$ cat src/design/bhsw_pkg.sv
// Shared constants, register codes and tap-order helpers for the stencil weights unit.
`default_nettype none
package bhsw_pkg;

    localparam int FRAC_BITS_DEF = 16;
    localparam int POS_W         = 28;
    localparam int XCFG_W        = 12;
    localparam int ZCFG_W        = 13;
    localparam int CFG_W         = 13;
    localparam int CFG_IDX_W     = 2;
    localparam int TAP_W         = 4;
    localparam int XIDX_W        = 13;
    localparam int ZIDX_W        = 12;
    localparam int WGT_W         = 20;
    localparam int IN_TDATA_W    = 56;
    localparam int OUT_TDATA_W   = 56;
    localparam int QUEUE_DEPTH   = 2;

    localparam logic [CFG_IDX_W-1:0] REG_X_FIRST = 2'd0;
    localparam logic [CFG_IDX_W-1:0] REG_X_LAST  = 2'd1;
    localparam logic [CFG_IDX_W-1:0] REG_Z_SIZE  = 2'd2;

    localparam logic [XCFG_W-1:0] X_FIRST_RST = 12'd2;
    localparam logic [XCFG_W-1:0] X_LAST_RST  = 12'd65;
    localparam logic [ZCFG_W-1:0] Z_SIZE_RST  = 13'd64;

    // Weight slot (offset plus one) on the x axis for a tap number.
    function automatic logic [1:0] tap_x_slot(input logic [TAP_W-1:0] k);
        logic [1:0] s;
        case (k[3:2])
            2'd0:    s = 2'd0;
            2'd1:    s = 2'd2;
            2'd2:    s = 2'd3;
            default: s = 2'd1;
        endcase
        return s;
    endfunction

    // Weight slot (offset plus one) on the z axis for a tap number.
    function automatic logic [1:0] tap_z_slot(input logic [TAP_W-1:0] k);
        logic [1:0] s;
        case (k[1:0])
            2'd0:    s = 2'd1;
            2'd1:    s = 2'd0;
            2'd2:    s = 2'd2;
            default: s = 2'd3;
        endcase
        return s;
    endfunction

endpackage
`default_nettype wire

$ cat src/design/bhsw_queue.sv
// Small first-in first-out queue of item descriptors between the front and back parts.
`default_nettype none
module bhsw_queue #(
    parameter int WIDTH = 8,
    parameter int DEPTH = 2
) (
    input  wire logic             i_clk,
    input  wire logic             i_rst_n,
    input  wire logic             i_push,
    input  wire logic [WIDTH-1:0] i_data,
    output logic                  o_full,
    input  wire logic             i_pop,
    output logic                  o_valid,
    output logic      [WIDTH-1:0] o_data
);
    localparam int AW = (DEPTH > 1) ? $clog2(DEPTH) : 1;
    localparam int CW = $clog2(DEPTH + 1);

    logic [WIDTH-1:0] r_mem [DEPTH];
    logic [AW-1:0]    r_wp;
    logic [AW-1:0]    r_rp;
    logic [CW-1:0]    r_cnt;
    logic             do_push;
    logic             do_pop;

    assign o_full  = (r_cnt == CW'(DEPTH));
    assign o_valid = (r_cnt != '0);
    assign o_data  = r_mem[r_rp];
    assign do_push = i_push && !o_full;
    assign do_pop  = i_pop && o_valid;

    always_ff @(posedge i_clk) begin
        if (do_push) begin
            r_mem[r_wp] <= i_data;
        end
    end

    always_ff @(posedge i_clk) begin
        if (!i_rst_n) begin
            r_wp  <= '0;
            r_rp  <= '0;
            r_cnt <= '0;
        end else begin
            if (do_push) begin
                r_wp <= (r_wp == AW'(DEPTH - 1)) ? '0 : r_wp + 1'b1;
            end
            if (do_pop) begin
                r_rp <= (r_rp == AW'(DEPTH - 1)) ? '0 : r_rp + 1'b1;
            end
            if (do_push && !do_pop) begin
                r_cnt <= r_cnt + 1'b1;
            end else if (do_pop && !do_push) begin
                r_cnt <= r_cnt - 1'b1;
            end
        end
    end
endmodule
`default_nettype wire

$ cat src/design/bhsw_front.sv
// Front part: accepts positions, clamps the x corner, reduces z modulo the size, forms axis weights.
`default_nettype none
module bhsw_front #(
    parameter int FRAC_BITS = bhsw_pkg::FRAC_BITS_DEF,
    parameter int DESC_W    = 8
) (
    input  wire logic                              i_clk,
    input  wire logic                              i_rst_n,
    input  wire logic                              i_valid,
    output logic                                   o_ready,
    input  wire logic signed [bhsw_pkg::POS_W-1:0] i_pos_x,
    input  wire logic signed [bhsw_pkg::POS_W-1:0] i_pos_z,
    input  wire logic [bhsw_pkg::XCFG_W-1:0]       i_x_first,
    input  wire logic [bhsw_pkg::XCFG_W-1:0]       i_x_last,
    input  wire logic [bhsw_pkg::ZCFG_W-1:0]       i_nz,
    output logic                                   o_push,
    output logic [DESC_W-1:0]                      o_desc,
    input  wire logic                              i_full
);
    import bhsw_pkg::*;

    localparam int CW = POS_W - FRAC_BITS;       // corner width
    localparam int EW = ((CW > XCFG_W) ? CW : XCFG_W) + 2;
    localparam int TW = FRAC_BITS + 1;           // t in [0, ONE]
    localparam int PW = 2 * TW;
    localparam int WW = FRAC_BITS + 4;           // doubled 1-D weight
    localparam int NW = $clog2(CW + 1);

    typedef enum logic [1:0] {S_IDLE, S_RUN, S_PUSH} t_fstate;

    t_fstate                r_state;
    logic [NW-1:0]          r_cnt;
    logic [TW-1:0]          r_tx, r_tz, r_t2x, r_t2z, r_t3x, r_t3z;
    logic [XIDX_W-1:0]      r_ix;
    logic [CW-1:0]          r_mag;
    logic                   r_neg;
    logic [ZCFG_W-1:0]      r_rem;

    logic signed [CW-1:0]   cx, cz;
    logic signed [EW-1:0]   ex, e_last, e_first, ex1;
    logic [TW-1:0]          tx0, tx1;
    logic [PW-1:0]          px, pz;
    logic [ZCFG_W:0]        rem_sh;
    logic [ZCFG_W-1:0]      kzm;
    logic signed [WW-1:0]   wx [4];
    logic signed [WW-1:0]   wz [4];

    function automatic logic [TW-1:0] round_f(input logic [PW-1:0] p);
        logic [PW-1:0] s;
        s = p + (PW'(1) << (FRAC_BITS - 1));
        return TW'(s >> FRAC_BITS);
    endfunction

    // Doubled weights for offsets -1, 0, 1, 2 from t, t^2 and t^3.
    function automatic void axis_w(input logic [TW-1:0] t, input logic [TW-1:0] t2,
                                   input logic [TW-1:0] t3,
                                   output logic signed [WW-1:0] w0,
                                   output logic signed [WW-1:0] w1,
                                   output logic signed [WW-1:0] w2,
                                   output logic signed [WW-1:0] w3);
        logic signed [WW-1:0] st, st2, st3, one, h00, h01, h10, h11;
        st  = WW'(t);
        st2 = WW'(t2);
        st3 = WW'(t3);
        one = WW'(1) << FRAC_BITS;
        h00 = WW'(2 * st3 - 3 * st2 + one);
        h01 = WW'(3 * st2 - 2 * st3);
        h10 = WW'(st3 - 2 * st2 + st);
        h11 = st3 - st2;
        w0  = -h10;
        w1  = WW'(2 * h00 - h11);
        w2  = WW'(2 * h01 + h10);
        w3  = h11;
    endfunction

    assign o_ready = (r_state == S_IDLE);

    // Corner split and x clamp at acceptance.
    always_comb begin
        cx      = i_pos_x[POS_W-1:FRAC_BITS];
        cz      = i_pos_z[POS_W-1:FRAC_BITS];
        ex      = EW'(cx);
        e_last  = EW'({1'b0, i_x_last});
        e_first = EW'({1'b0, i_x_first});
        tx0     = TW'(i_pos_x[FRAC_BITS-1:0]);
        ex1     = ex;
        tx1     = tx0;
        if (ex >= e_last) begin
            ex1 = e_last - EW'(1);
            tx1 = TW'(1) << FRAC_BITS;
        end
        if (ex1 < e_first) begin
            ex1 = e_first;
            tx1 = '0;
        end
    end

    assign px     = (r_cnt == '0) ? PW'(r_tx) * PW'(r_tx) : PW'(r_t2x) * PW'(r_tx);
    assign pz     = (r_cnt == '0) ? PW'(r_tz) * PW'(r_tz) : PW'(r_t2z) * PW'(r_tz);
    assign rem_sh = {r_rem, r_mag[CW-1]};
    assign kzm    = (r_neg && r_rem != '0) ? i_nz - r_rem : r_rem;

    always_comb begin
        axis_w(r_tx, r_t2x, r_t3x, wx[0], wx[1], wx[2], wx[3]);
        axis_w(r_tz, r_t2z, r_t3z, wz[0], wz[1], wz[2], wz[3]);
    end

    assign o_push = (r_state == S_PUSH) && !i_full;
    assign o_desc = DESC_W'({r_ix, kzm, wx[0], wx[1], wx[2], wx[3],
                             wz[0], wz[1], wz[2], wz[3]});

    always_ff @(posedge i_clk) begin
        if (!i_rst_n) begin
            r_state <= S_IDLE;
            r_cnt   <= '0;
        end else begin
            case (r_state)
                S_IDLE: begin
                    if (i_valid) begin
                        r_state <= S_RUN;
                        r_cnt   <= '0;
                        r_ix    <= ex1[XIDX_W-1:0];
                        r_tx    <= tx1;
                        r_tz    <= TW'(i_pos_z[FRAC_BITS-1:0]);
                        r_neg   <= cz[CW-1];
                        r_mag   <= cz[CW-1] ? CW'(-cz) : CW'(cz);
                        r_rem   <= '0;
                    end
                end
                S_RUN: begin
                    // One remainder bit per cycle; the two multiplies ride along.
                    r_mag <= r_mag << 1;
                    r_rem <= (rem_sh >= {1'b0, i_nz}) ? ZCFG_W'(rem_sh - {1'b0, i_nz})
                                                      : ZCFG_W'(rem_sh);
                    if (r_cnt == '0) begin
                        r_t2x <= round_f(px);
                        r_t2z <= round_f(pz);
                    end
                    if (r_cnt == NW'(1)) begin
                        r_t3x <= round_f(px);
                        r_t3z <= round_f(pz);
                    end
                    r_cnt <= r_cnt + 1'b1;
                    if (r_cnt == NW'(CW - 1)) begin
                        r_state <= S_PUSH;
                    end
                end
                S_PUSH: begin
                    if (!i_full) begin
                        r_state <= S_IDLE;
                    end
                end
                default: r_state <= S_IDLE;
            endcase
        end
    end
endmodule
`default_nettype wire

$ cat src/design/bhsw_back.sv
// Back part: walks the sixteen taps of a descriptor and drives the registered result stream.
`default_nettype none
module bhsw_back #(
    parameter int FRAC_BITS = bhsw_pkg::FRAC_BITS_DEF,
    parameter int DESC_W    = 8
) (
    input  wire logic                               i_clk,
    input  wire logic                               i_rst_n,
    input  wire logic                               i_qvalid,
    input  wire logic [DESC_W-1:0]                  i_desc,
    output logic                                    o_pop,
    input  wire logic [bhsw_pkg::ZCFG_W-1:0]        i_nz,
    output logic                                    o_valid,
    input  wire logic                               i_ready,
    output logic [bhsw_pkg::OUT_TDATA_W-1:0]        o_data,
    output logic                                    o_last
);
    import bhsw_pkg::*;

    localparam int WW = FRAC_BITS + 4;
    localparam int MW = 2 * WW;
    localparam int SW = ZCFG_W + 2;

    logic                   r_busy;
    logic [TAP_W-1:0]       r_k;
    logic [DESC_W-1:0]      r_desc;
    logic                   r_ovalid;
    logic [OUT_TDATA_W-1:0] r_odata;
    logic                   r_olast;

    logic                   adv;
    logic [XIDX_W-1:0]      ix;
    logic [ZCFG_W-1:0]      kz;
    logic signed [WW-1:0]   wx [4];
    logic signed [WW-1:0]   wz [4];
    logic [1:0]             xs, zs;
    logic signed [MW-1:0]   prod, rnd;
    logic signed [WGT_W-1:0] wgt;
    logic signed [SW-1:0]   s;
    logic [ZIDX_W-1:0]      zi;
    logic [XIDX_W-1:0]      xi;

    assign {ix, kz, wx[0], wx[1], wx[2], wx[3], wz[0], wz[1], wz[2], wz[3]} = r_desc;

    assign adv   = !r_ovalid || i_ready;
    assign o_pop = i_qvalid && (!r_busy || (adv && r_k == TAP_W'(15)));

    always_comb begin
        xs   = tap_x_slot(r_k);
        zs   = tap_z_slot(r_k);
        xi   = ix + XIDX_W'(xs) - XIDX_W'(1);
        prod = MW'(wx[xs]) * MW'(wz[zs]);
        rnd  = (prod + (MW'(1) <<< (FRAC_BITS + 1))) >>> (FRAC_BITS + 2);
        if (rnd > MW'((1 << (WGT_W - 1)) - 1)) begin
            wgt = {1'b0, {(WGT_W-1){1'b1}}};
        end else if (rnd < -(MW'(1) <<< (WGT_W - 1))) begin
            wgt = {1'b1, {(WGT_W-1){1'b0}}};
        end else begin
            wgt = rnd[WGT_W-1:0];
        end
        s = SW'({1'b0, kz}) + SW'(zs) - SW'(1);
        if (s < 0) begin
            s = s + SW'({1'b0, i_nz});
        end else if (s >= SW'({1'b0, i_nz})) begin
            s = s - SW'({1'b0, i_nz});
        end
        zi = (i_nz == ZCFG_W'(1)) ? '0 : s[ZIDX_W-1:0];
    end

    assign o_valid = r_ovalid;
    assign o_data  = r_odata;
    assign o_last  = r_olast;

    // The tap counter wraps to zero after the sixteenth tap, so it is already
    // zero whenever a new descriptor is taken.
    always_ff @(posedge i_clk) begin
        if (!i_rst_n) begin
            r_busy   <= 1'b0;
            r_k      <= '0;
            r_ovalid <= 1'b0;
        end else begin
            if (adv) begin
                r_ovalid <= r_busy;
                if (r_busy) begin
                    r_odata <= OUT_TDATA_W'({wgt, zi, xi, r_k});
                    r_olast <= (r_k == TAP_W'(15));
                    r_k     <= r_k + 1'b1;
                end
            end
            if (o_pop) begin
                r_desc <= i_desc;
                r_busy <= 1'b1;
            end else if (adv && r_busy && r_k == TAP_W'(15)) begin
                r_busy <= 1'b0;
            end
        end
    end
endmodule
`default_nettype wire

$ cat src/design/bicubic_hermite_stencil_weights_unit.sv
// Top level of the bicubic Hermite stencil weights unit.
`default_nettype none
// One position transaction (x, z, signed fixed point with FRAC_BITS fraction bits) yields
// sixteen result transactions, one per stencil tap, each carrying the tap number, the x and
// z cell indices and the tap weight; the sixteenth carries tlast. Sustained rate is set
// by the single tap multiplier in the back part, one tap a cycle while m_axis_tready does
// not stall the output. The front part's pace is set by its bit-serial z remainder unit,
// and a two-entry descriptor queue lets it take the next position while the back part
// still emits taps. Configuration registers (x_first, x_last, z_size) are written through
// a plain write port; the user must write them while the unit is idle; it does not check.
module bicubic_hermite_stencil_weights_unit #(
    parameter int FRAC_BITS = bhsw_pkg::FRAC_BITS_DEF
) (
    input  wire logic                                  i_clk,
    input  wire logic                                  i_rst_n,
    input  wire logic                                  i_cfg_we,
    input  wire logic [bhsw_pkg::CFG_IDX_W-1:0]        i_cfg_idx,
    input  wire logic [bhsw_pkg::CFG_W-1:0]            i_cfg_data,
    input  wire logic                                  s_axis_tvalid,
    output logic                                       s_axis_tready,
    // pos_x [27:0], pos_z [55:28]
    input  wire logic [bhsw_pkg::IN_TDATA_W-1:0]       s_axis_tdata,
    output logic                                       m_axis_tvalid,
    input  wire logic                                  m_axis_tready,
    // tap [3:0], x_index [16:4], z_index [28:17], weight [48:29], zero fill above
    output logic [bhsw_pkg::OUT_TDATA_W-1:0]           m_axis_tdata,
    output logic                                       m_axis_tlast
);
    import bhsw_pkg::*;

    // Descriptor: clamped x corner, reduced z corner, four x and four z doubled weights.
    localparam int WW     = FRAC_BITS + 4;
    localparam int DESC_W = XIDX_W + ZCFG_W + 8 * WW;

    logic [XCFG_W-1:0] r_x_first;
    logic [XCFG_W-1:0] r_x_last;
    logic [ZCFG_W-1:0] r_z_size;
    logic [ZCFG_W-1:0] nz;

    logic              push, full, pop, qvalid;
    logic [DESC_W-1:0] desc_in, desc_out;

    // A z size of zero behaves as one.
    assign nz = (r_z_size == '0) ? ZCFG_W'(1) : r_z_size;

    always_ff @(posedge i_clk) begin
        if (!i_rst_n) begin
            r_x_first <= X_FIRST_RST;
            r_x_last  <= X_LAST_RST;
            r_z_size  <= Z_SIZE_RST;
        end else if (i_cfg_we) begin
            case (i_cfg_idx)
                REG_X_FIRST: r_x_first <= i_cfg_data[XCFG_W-1:0];
                REG_X_LAST:  r_x_last  <= i_cfg_data[XCFG_W-1:0];
                REG_Z_SIZE:  r_z_size  <= i_cfg_data[ZCFG_W-1:0];
                default: ;
            endcase
        end
    end

    bhsw_front #(.FRAC_BITS(FRAC_BITS), .DESC_W(DESC_W)) u_front (
        .i_clk     (i_clk),
        .i_rst_n   (i_rst_n),
        .i_valid   (s_axis_tvalid),
        .o_ready   (s_axis_tready),
        .i_pos_x   (s_axis_tdata[POS_W-1:0]),
        .i_pos_z   (s_axis_tdata[2*POS_W-1:POS_W]),
        .i_x_first (r_x_first),
        .i_x_last  (r_x_last),
        .i_nz      (nz),
        .o_push    (push),
        .o_desc    (desc_in),
        .i_full    (full)
    );

    bhsw_queue #(.WIDTH(DESC_W), .DEPTH(QUEUE_DEPTH)) u_queue (
        .i_clk   (i_clk),
        .i_rst_n (i_rst_n),
        .i_push  (push),
        .i_data  (desc_in),
        .o_full  (full),
        .i_pop   (pop),
        .o_valid (qvalid),
        .o_data  (desc_out)
    );

    bhsw_back #(.FRAC_BITS(FRAC_BITS), .DESC_W(DESC_W)) u_back (
        .i_clk    (i_clk),
        .i_rst_n  (i_rst_n),
        .i_qvalid (qvalid),
        .i_desc   (desc_out),
        .o_pop    (pop),
        .i_nz     (nz),
        .o_valid  (m_axis_tvalid),
        .i_ready  (m_axis_tready),
        .o_data   (m_axis_tdata),
        .o_last   (m_axis_tlast)
    );
endmodule
`default_nettype wire
$ cat config.mk
export PLATFORM = sky130hd
export DESIGN_NAME = bicubic_hermite_stencil_weights_unit
export DESIGN_NICKNAME = d
export VERILOG_FILES = /design/src/design/bhsw_pkg.sv /design/src/design/bhsw_queue.sv /design/src/design/bhsw_front.sv /design/src/design/bhsw_back.sv /design/src/design/bicubic_hermite_stencil_weights_unit.sv
export SDC_FILE = /design/constraint.sdc
export NUM_CORES = 2
export LEC_CHECK = 0
export BUFFER_PORTS_ARGS = -buffer_cell sky130_fd_sc_hd__buf_2
export CORE_MARGIN = 2
export CORE_UTILIZATION = 55
export CTS_CLUSTER_SIZE = 28
export DETAILED_ROUTE_END_ITERATION = 10
export PLACE_DENSITY = 0.81
export SYNTH_ARGS = -nofsm -noshare
export SYNTH_HDL_FRONTEND = slang
export SYNTH_SLANG_ARGS = --single-unit
$ cat constraint.sdc
create_clock -name i_clk -period 10.1 [get_ports i_clk]
set_input_delay 0 -clock i_clk [delete_from_list [all_inputs] [get_ports i_clk]]
set_output_delay 0 -clock i_clk [all_outputs]
set_load 0.02 [all_outputs]
; ---- Yosys cells after proc, flatten, opt, wreduce, memory -nomap -nowiden
; Memories as Yosys holds them, arrays and structs flattened. A register that Yosys moved wholly into a read port is not among the register bits.
; Index checks and enable logic that the tools add are counted.
[word_totals]
register_bits = 243
latch_bits = 0
ram_bits = 372
mem_bits_ro = 0
input_bits = 76
out_inout_bits = 59
word_cells = 178
mem_count = 1
[classes]
n_addsub = 37
multipliers = 7
div_mod_pow = 0
magnitude_cmp = 9
eq_ne = 16
n_shift = 0
muxes = 38
bitwise_logic = 2
reduce_logical = 41
[mem_list]
columns = name, depth, word_bits, rd, rd_clocked_by_memory_dff, write_ports, line
row1 = u_queue.r_mem, 2, 186, 1, 1, 1, bhsw_queue.sv:19  ; logic [WIDTH-1:0] r_mem [DEPTH];
[op_table]
columns = cell, n
row1 = 20-bit two-way mux, 5
row2 = 20-bit binary-select mux with 2-bit select, 2
row3 = 19-bit subtractor, 4
row4 = "33-bit by 16-bit adder with 33-bit output, second input constant", 2
row5 = 17-bit by 17-bit multiplier with 33-bit output, 2
row6 = 33-bit two-way mux, 2
row7 = 12-bit two-way mux, 5
row8 = 13-bit two-way mux, 4
row9 = 20-bit adder, 2
row10 = "40-bit by 19-bit adder with 40-bit output, second input constant", 1
row11 = 20-bit by 20-bit multiplier with 40-bit output, 1
row12 = 20-bit negator, 2
row13 = 20-bit by 18-bit subtractor with 20-bit output, 2
row14 = "19-bit by 18-bit adder with 19-bit output, second input constant", 2
row15 = "2-bit by 17-bit multiplier with 19-bit output, first input constant", 2
row16 = 17-bit by 18-bit subtractor with 19-bit output, 2
row17 = 17-bit by 17-bit subtractor with 18-bit output, 2
row18 = 17-bit by 16-bit multiplier with 33-bit output, 1
row19 = 16-bit by 16-bit multiplier with 32-bit output, 1
row20 = 13-bit case mux with 2 select lines, 1
row21 = 13-bit subtractor, 2
row22 = 12-bit case mux with 2 select lines, 1
row23 = "22-bit by 20-bit > comparator with 1-bit output, second input constant", 1
row24 = "22-bit by 20-bit less-than comparator with 1-bit output, second input constant", 1
row25 = other kinds (46), 100

; ---- Logic depth before layout (Yosys ltp)
[logic_depth]
depth_word = 10
mapped_depth = 39
mapped_depth_nobuf = 35

; ---- By module
; Synthesis repeated with hierarchy kept, for this count alone.
[unflattened]
cells_unflattened = 9623
area_unflattened_um2 = 95395.2
[modules_own_cells]
columns = module, instances, cells_each, area_each_um2, seq_area_each_um2
row1 = bhsw_front, 1, 6239, 53602.7, 4324.1
row2 = bhsw_back, 1, 2599, 26080.0, 7206.9
row3 = bhsw_queue, 1, 604, 14238.7, 11270.8
row4 = bicubic_hermite_stencil_weights_unit, 1, 181, 1473.9, 740.7

; ---- Worst setup path after synthesis
; Ideal clock, no wire load.
[synth_timing]
path_kind = reg-to-reg
start = register u_front.r_state[1]
end = memory u_queue.r_mem[0][101] (netlist name) (enable)
setup_time_ns = 0.740
t_arrival_ns = 8.566
t_required_ns = 9.360
slack_ns = 0.794
path_stages_with_launch = 4
n_path_buf = 1
period_less_slack_ns = 9.306
cell_sequence = dfxtp_1 > clkbuf_1 > and3b_1 > nor2b_1
[synth_between]
elab_chain_len = 5
[synth_lines]
columns = element, line
row1 = start: declaration, bhsw_front.sv:31  ; t_fstate r_state;
row2 = start signal: assignment, bhsw_front.sv:114  ; r_state <= S_IDLE;
row3 = start signal: assignment, bhsw_front.sv:120  ; r_state <= S_RUN;
row4 = start signal: assignment, bhsw_front.sv:145  ; r_state <= S_PUSH;
row5 = 2-bit equality test, bhsw_front.sv:108  ; assign o_push = (r_state == S_PUSH) && !i_full;
row6 = 1-bit logical AND, bhsw_front.sv:108
row7 = 1-bit logical AND, bhsw_queue.sv:29  ; assign do_push = i_push && !o_full;
row8 = via u_queue.do_push, bhsw_queue.sv:23  ; logic do_push;
row9 = 1-bit two-way mux, bhsw_queue.sv:33  ; if (do_push) begin
row10 = 1-bit two-way mux (implied by the code), bhsw_queue.sv:34  ; r_mem[r_wp] <= i_data;
row11 = end: declaration, bhsw_queue.sv:19
; The timed path passes the listed nets, and every way through them passes these cells.

; ---- Worst setup path in the final report
[layout_timing]
start = register u_back.r_k[2]
end = register u_back.r_odata[47], in the netlist u_back.o_data[47], data pin
[layout_between]
elab_chain_len = 10
word_cells_on_any_way = 13
cone_classes = add/sub: 1 / mul: 1 / order compare: 2 / eq/ne: 2 / mux: 5 / bitwise: 1 / reduce/logical: 1
[layout_lines]
columns = element, line
row1 = start: declaration, bhsw_back.sv:25  ; logic [TAP_W-1:0] r_k;
row2 = start signal: assignment, bhsw_back.sv:87  ; r_k <= r_k + 1'b1;
row3 = 2-bit equality test (tied with other cells), bhsw_pkg.sv:30  ; case (k[3:2])
row4 = 2-bit case mux with 3 select lines (*), bhsw_pkg.sv:30
row5 = 2-bit NOT with 3-bit output (implied by the code) (*), bhsw_back.sv:52  ; prod = MW'(wx[xs]) * MW'(wz[zs]);
row6 = 20-bit binary-select mux with 2-bit select (*), bhsw_back.sv:52
row7 = 20-bit two-way mux (implied by the code) (*) (2 in a row), bhsw_back.sv:52
row8 = 20-bit by 20-bit multiplier with 40-bit output (*), bhsw_back.sv:52
row9 = 40-bit by 19-bit adder with 40-bit output (*), bhsw_back.sv:53  ; rnd = (prod + (MW'(1) <<< (FRAC_BITS + 1))) >>> (FRAC_BITS + 2);
row10 = 22-bit by 20-bit less-than comparator with 1-bit output, bhsw_back.sv:56  ; end else if (rnd < -(MW'(1) <<< (WGT_W - 1))) begin
row11 = 20-bit two-way mux, bhsw_back.sv:56
row12 = end signal: assignment, bhsw_back.sv:85  ; r_odata <= OUT_TDATA_W'({wgt, zi, xi, r_k});
row13 = end: declaration, bhsw_back.sv:28  ; logic [OUT_TDATA_W-1:0] r_odata;
; Every way passes the cells marked *; elsewhere a longest branch is shown, timed or not. The select of a mux whose other input is x is not followed.
; A chain may end at the register's enable or synchronous reset.

==> results by group <==
Synthesis
  – Mapped cell area: 0.0919 mm2
  – Synth area leaders: fa_1 (27%), edfxtp_1 (24%), ha_1 (13%), inv_1 (7.3%), nand2_1 (4.3%)
  – EDFF count, synth: 724
  – Post-synth top area cell: fa_1
  – Most used DFF post-synth: edfxtp_1
  – Most instantiated library cell after synthesis: inv_1
  – Synth top cells by count: inv_1 (1796), fa_1 (1221), nand2_1 (1052), ha_1 (932), edfxtp_1 (724)
  – Synth Instances: between 9000 and 10000
  – Post-synth ARST share: 0%
  – Cell variety after synth: 97
  – Synthesis Warnings: 0
  – Mean Syn Cell Area: a little under 10 um2
  – Register area share after synthesis: 24.8%
  – Post-synth top area share: 26.6%
  – #FFs+latches synth: 777

Timing
  – Final Hold Viols: 0
  – Slew headroom: 9.15%
  – Fmax: 0.106 GHz
  – Max Slew Vio Count: 0
  – Setup TNS: 0 ns
  – Fin crit share: a little over 90%
  – Final min period: approximately 9.4 ns
  – Final setup violation count: 0
  – Slew at the pin closest to its max-slew limit: about 1.4 ns
  – Unrepaired setup endpoints after global routing: no
  – Final Skew: 0.0573 ns

Clock network
  – CTS Buf Count: 84
  – Clk Latency, worst-skew pair: 0.72 ns
  – Clk pin slew, worst setup/hold paths: around 0.06 ns
  – Clock Path Buffers: 3
  – Post-CTS resize count: 0
  – CTS Root Buffer Type: clkbuf_16
  – CTS sink cnt: between 700 and 800
  – CTS H-tree depth: 3
  – CTS tree: done

Die
  – Die span in x: 413 um
  – Top Ports: 135
  – Die Span Y: 413 um
  – Core area: 0.166 mm2
  – Row cnt: 150
  – Initial Utilization: ~55%
  – DIE AREA: 0.170 mm2

Global routing
  – Largest net degree at the start of global routing: 179
  – Global-route wire length before repair: around 370000 um
  – Number of global-route vias before repair: 70200
  – Grt ovf: 0
  – Tot GR Track Use: 27.3%
  – Initial antenna violation count: 2

Worst setup path
  – Worst Path Arrival: approximately 9.9 ns
  – Critical path's top delay family: adder cells
  – Crit path max fanout: 37
  – CP Buf/Inv Count: 6
  – Critical path class: reg2reg
  – Startpoint class of the critical path: flop
  – Slowest cell on crit path: mux4_2
  – Req. time, crit path: 10.56 ns
  – CP endpoint kind: flop
  – Critical Path Max Stage Delay: 0.80 ns
  – Critical Path Most Common Cell: fa_1

Route
  – WL final: ~230000 um
  – Vias: 66000
  – Antenna Nets Post-Route: 0
  – Vias per cell: 5.63
  – Drt wl/cell: 19.5 um
  – First-pass DRT Iterations: 6
  – Initial DRC Count: roughly 5100
  – Post-route DRC: 0

Place
  – RePlAce Congestion: roughly 0.94
  – Port bufs: around 130
  – DP Wirelength: roughly 180000 um

Layout
  – Layout cells sized above 1: 6.87%
  – Fillers: 13100
  – Area grow syn2layout: 7.79%
  – Final net count: around 12000
  – Fin util: 59.5%

Worst hold path
  – HP Class: in2reg

Flow run
  – Max_cap viols: 0

Outcome
  – Status: finished clean
==> layout make-up <==
class,count,area [um2],area share [%]
Multi-Input combinational cell,6421,61200,61.8
Inverter,1810,6800,6.86
Sequential cell,777,22800,23.0
Tap cell,2204,2760,2.78
Clock inverter,51,639,0.646
Timing Repair Buffer,348,2630,2.66
Clock buffer,106,2210,2.24
Antenna cell,1,2.50,0.00253
==> cell families after synthesis <==
| family | count (synthesis) | share of synthesized area (%) |
|---|---|---|
| simple gates | 2462 | 12.0 |
| fa+ha+maj | 2153 | 39.3 |
| buf+inv | 2113 | 8.69 |
| compound gates | 1067 | 7.54 |
| flops | 777 | 24.8 |
| xor+xnor | 498 | 4.79 |
| mux | 233 | 2.90 |
| other cells | 1 | 0.00408 |
==> registers in the layout, indices dropped and copies added, names as in the netlist, 16 cells and up <==
name,flops
u_back.o_data,49
u_front.r_t2z,17
u_queue.r_mem,356
u_front.r_t3z,17
u_front.r_tz,16
u_front.r_tx,17
u_front.r_t2x,17
u_back.r_desc,178
u_front.r_t3x,17
==> placed cells by master, fill, tap and decap left out, types with 20 or more instances in the layout <==
cell type / instances
nor2b_1: 78
inv_1: 1796
buf_2: 127
mux2_2: 194
clkinv_1: 20
nand2_1: 1052
dfxtp_1: 52
and2_1: 171
xnor2_1: 340
or2_2: 41
a31oi_1: 24
clkbuf_16: 84
o21a_1: 66
and3_1: 36
nor2_1: 664
nor3_1: 97
o21bai_1: 60
nor3b_1: 26
fa_1: 1221
a21boi_0: 30
edfxtp_1: 724
mux2i_1: 30
nand2b_1: 54
a211oi_1: 38
o21ai_0: 178
nand3_1: 103
or3_1: 28
dlygate4sd3_1: 104
buf_4: 111
nand4_1: 31
ha_1: 930
a21o_1: 135
a21oi_1: 333
o211ai_1: 26
xor2_1: 155
==> path summary, 6_finish.rpt <==
path,start,to,slack [ns],cells after the start
max,u_back.r_k[2],u_back.o_data[47],0.71,29
min,s_axis_tdata[43],u_front.r_tz[15],0.04,2
max reg2reg,u_back.r_k[2],u_back.o_data[47],0.71,29
min reg2reg,u_front.r_ix[8],u_queue.r_mem[0][181],0.45,0
==> timing repair <==
| action | 4_1_cts | 5_1_grt |
|---|---|---|
| buffers inserted | 0 | 2 |
| endpoints found under the setup margin | 0 | 19 |
| endpoints found under the hold margin | 102 | 0 |
| hold buffers | 104 | 0 |
==> stage by stage <==
stage | cells | setup slack [ns] | hold WS (ns) | area, um2
after detailed placement | 11500 | 0.375 | 0.178 | 95100
after CTS | 11700 | 0.271 | 0.00149 | 99000
after global placement | 11500 | 0.584 | 0.178 | 95100
final | 11700 | 0.707 | 0.0394 | 99000
after floorplan | 9311 | 0.794 | 0.0889 | 91900
after global routing | 11700 | 0.188 | 0.0306 | 99000
==> metal layers <==
metal	wire length [um]	vias up	track usage [%]	part of all wire [%]
met5	0	-	0	0
met1	90900	32700	35.1	40
met3	16300	572	3.61	7.2
met4	9760	0	11.4	4.3
met2	111000	2602	46.4	49
li1	-	30100	-	-
Power is left out: the tool's default activity adds up to more than one toggle a clock period on the data nets, which glitch-free logic cannot reach.
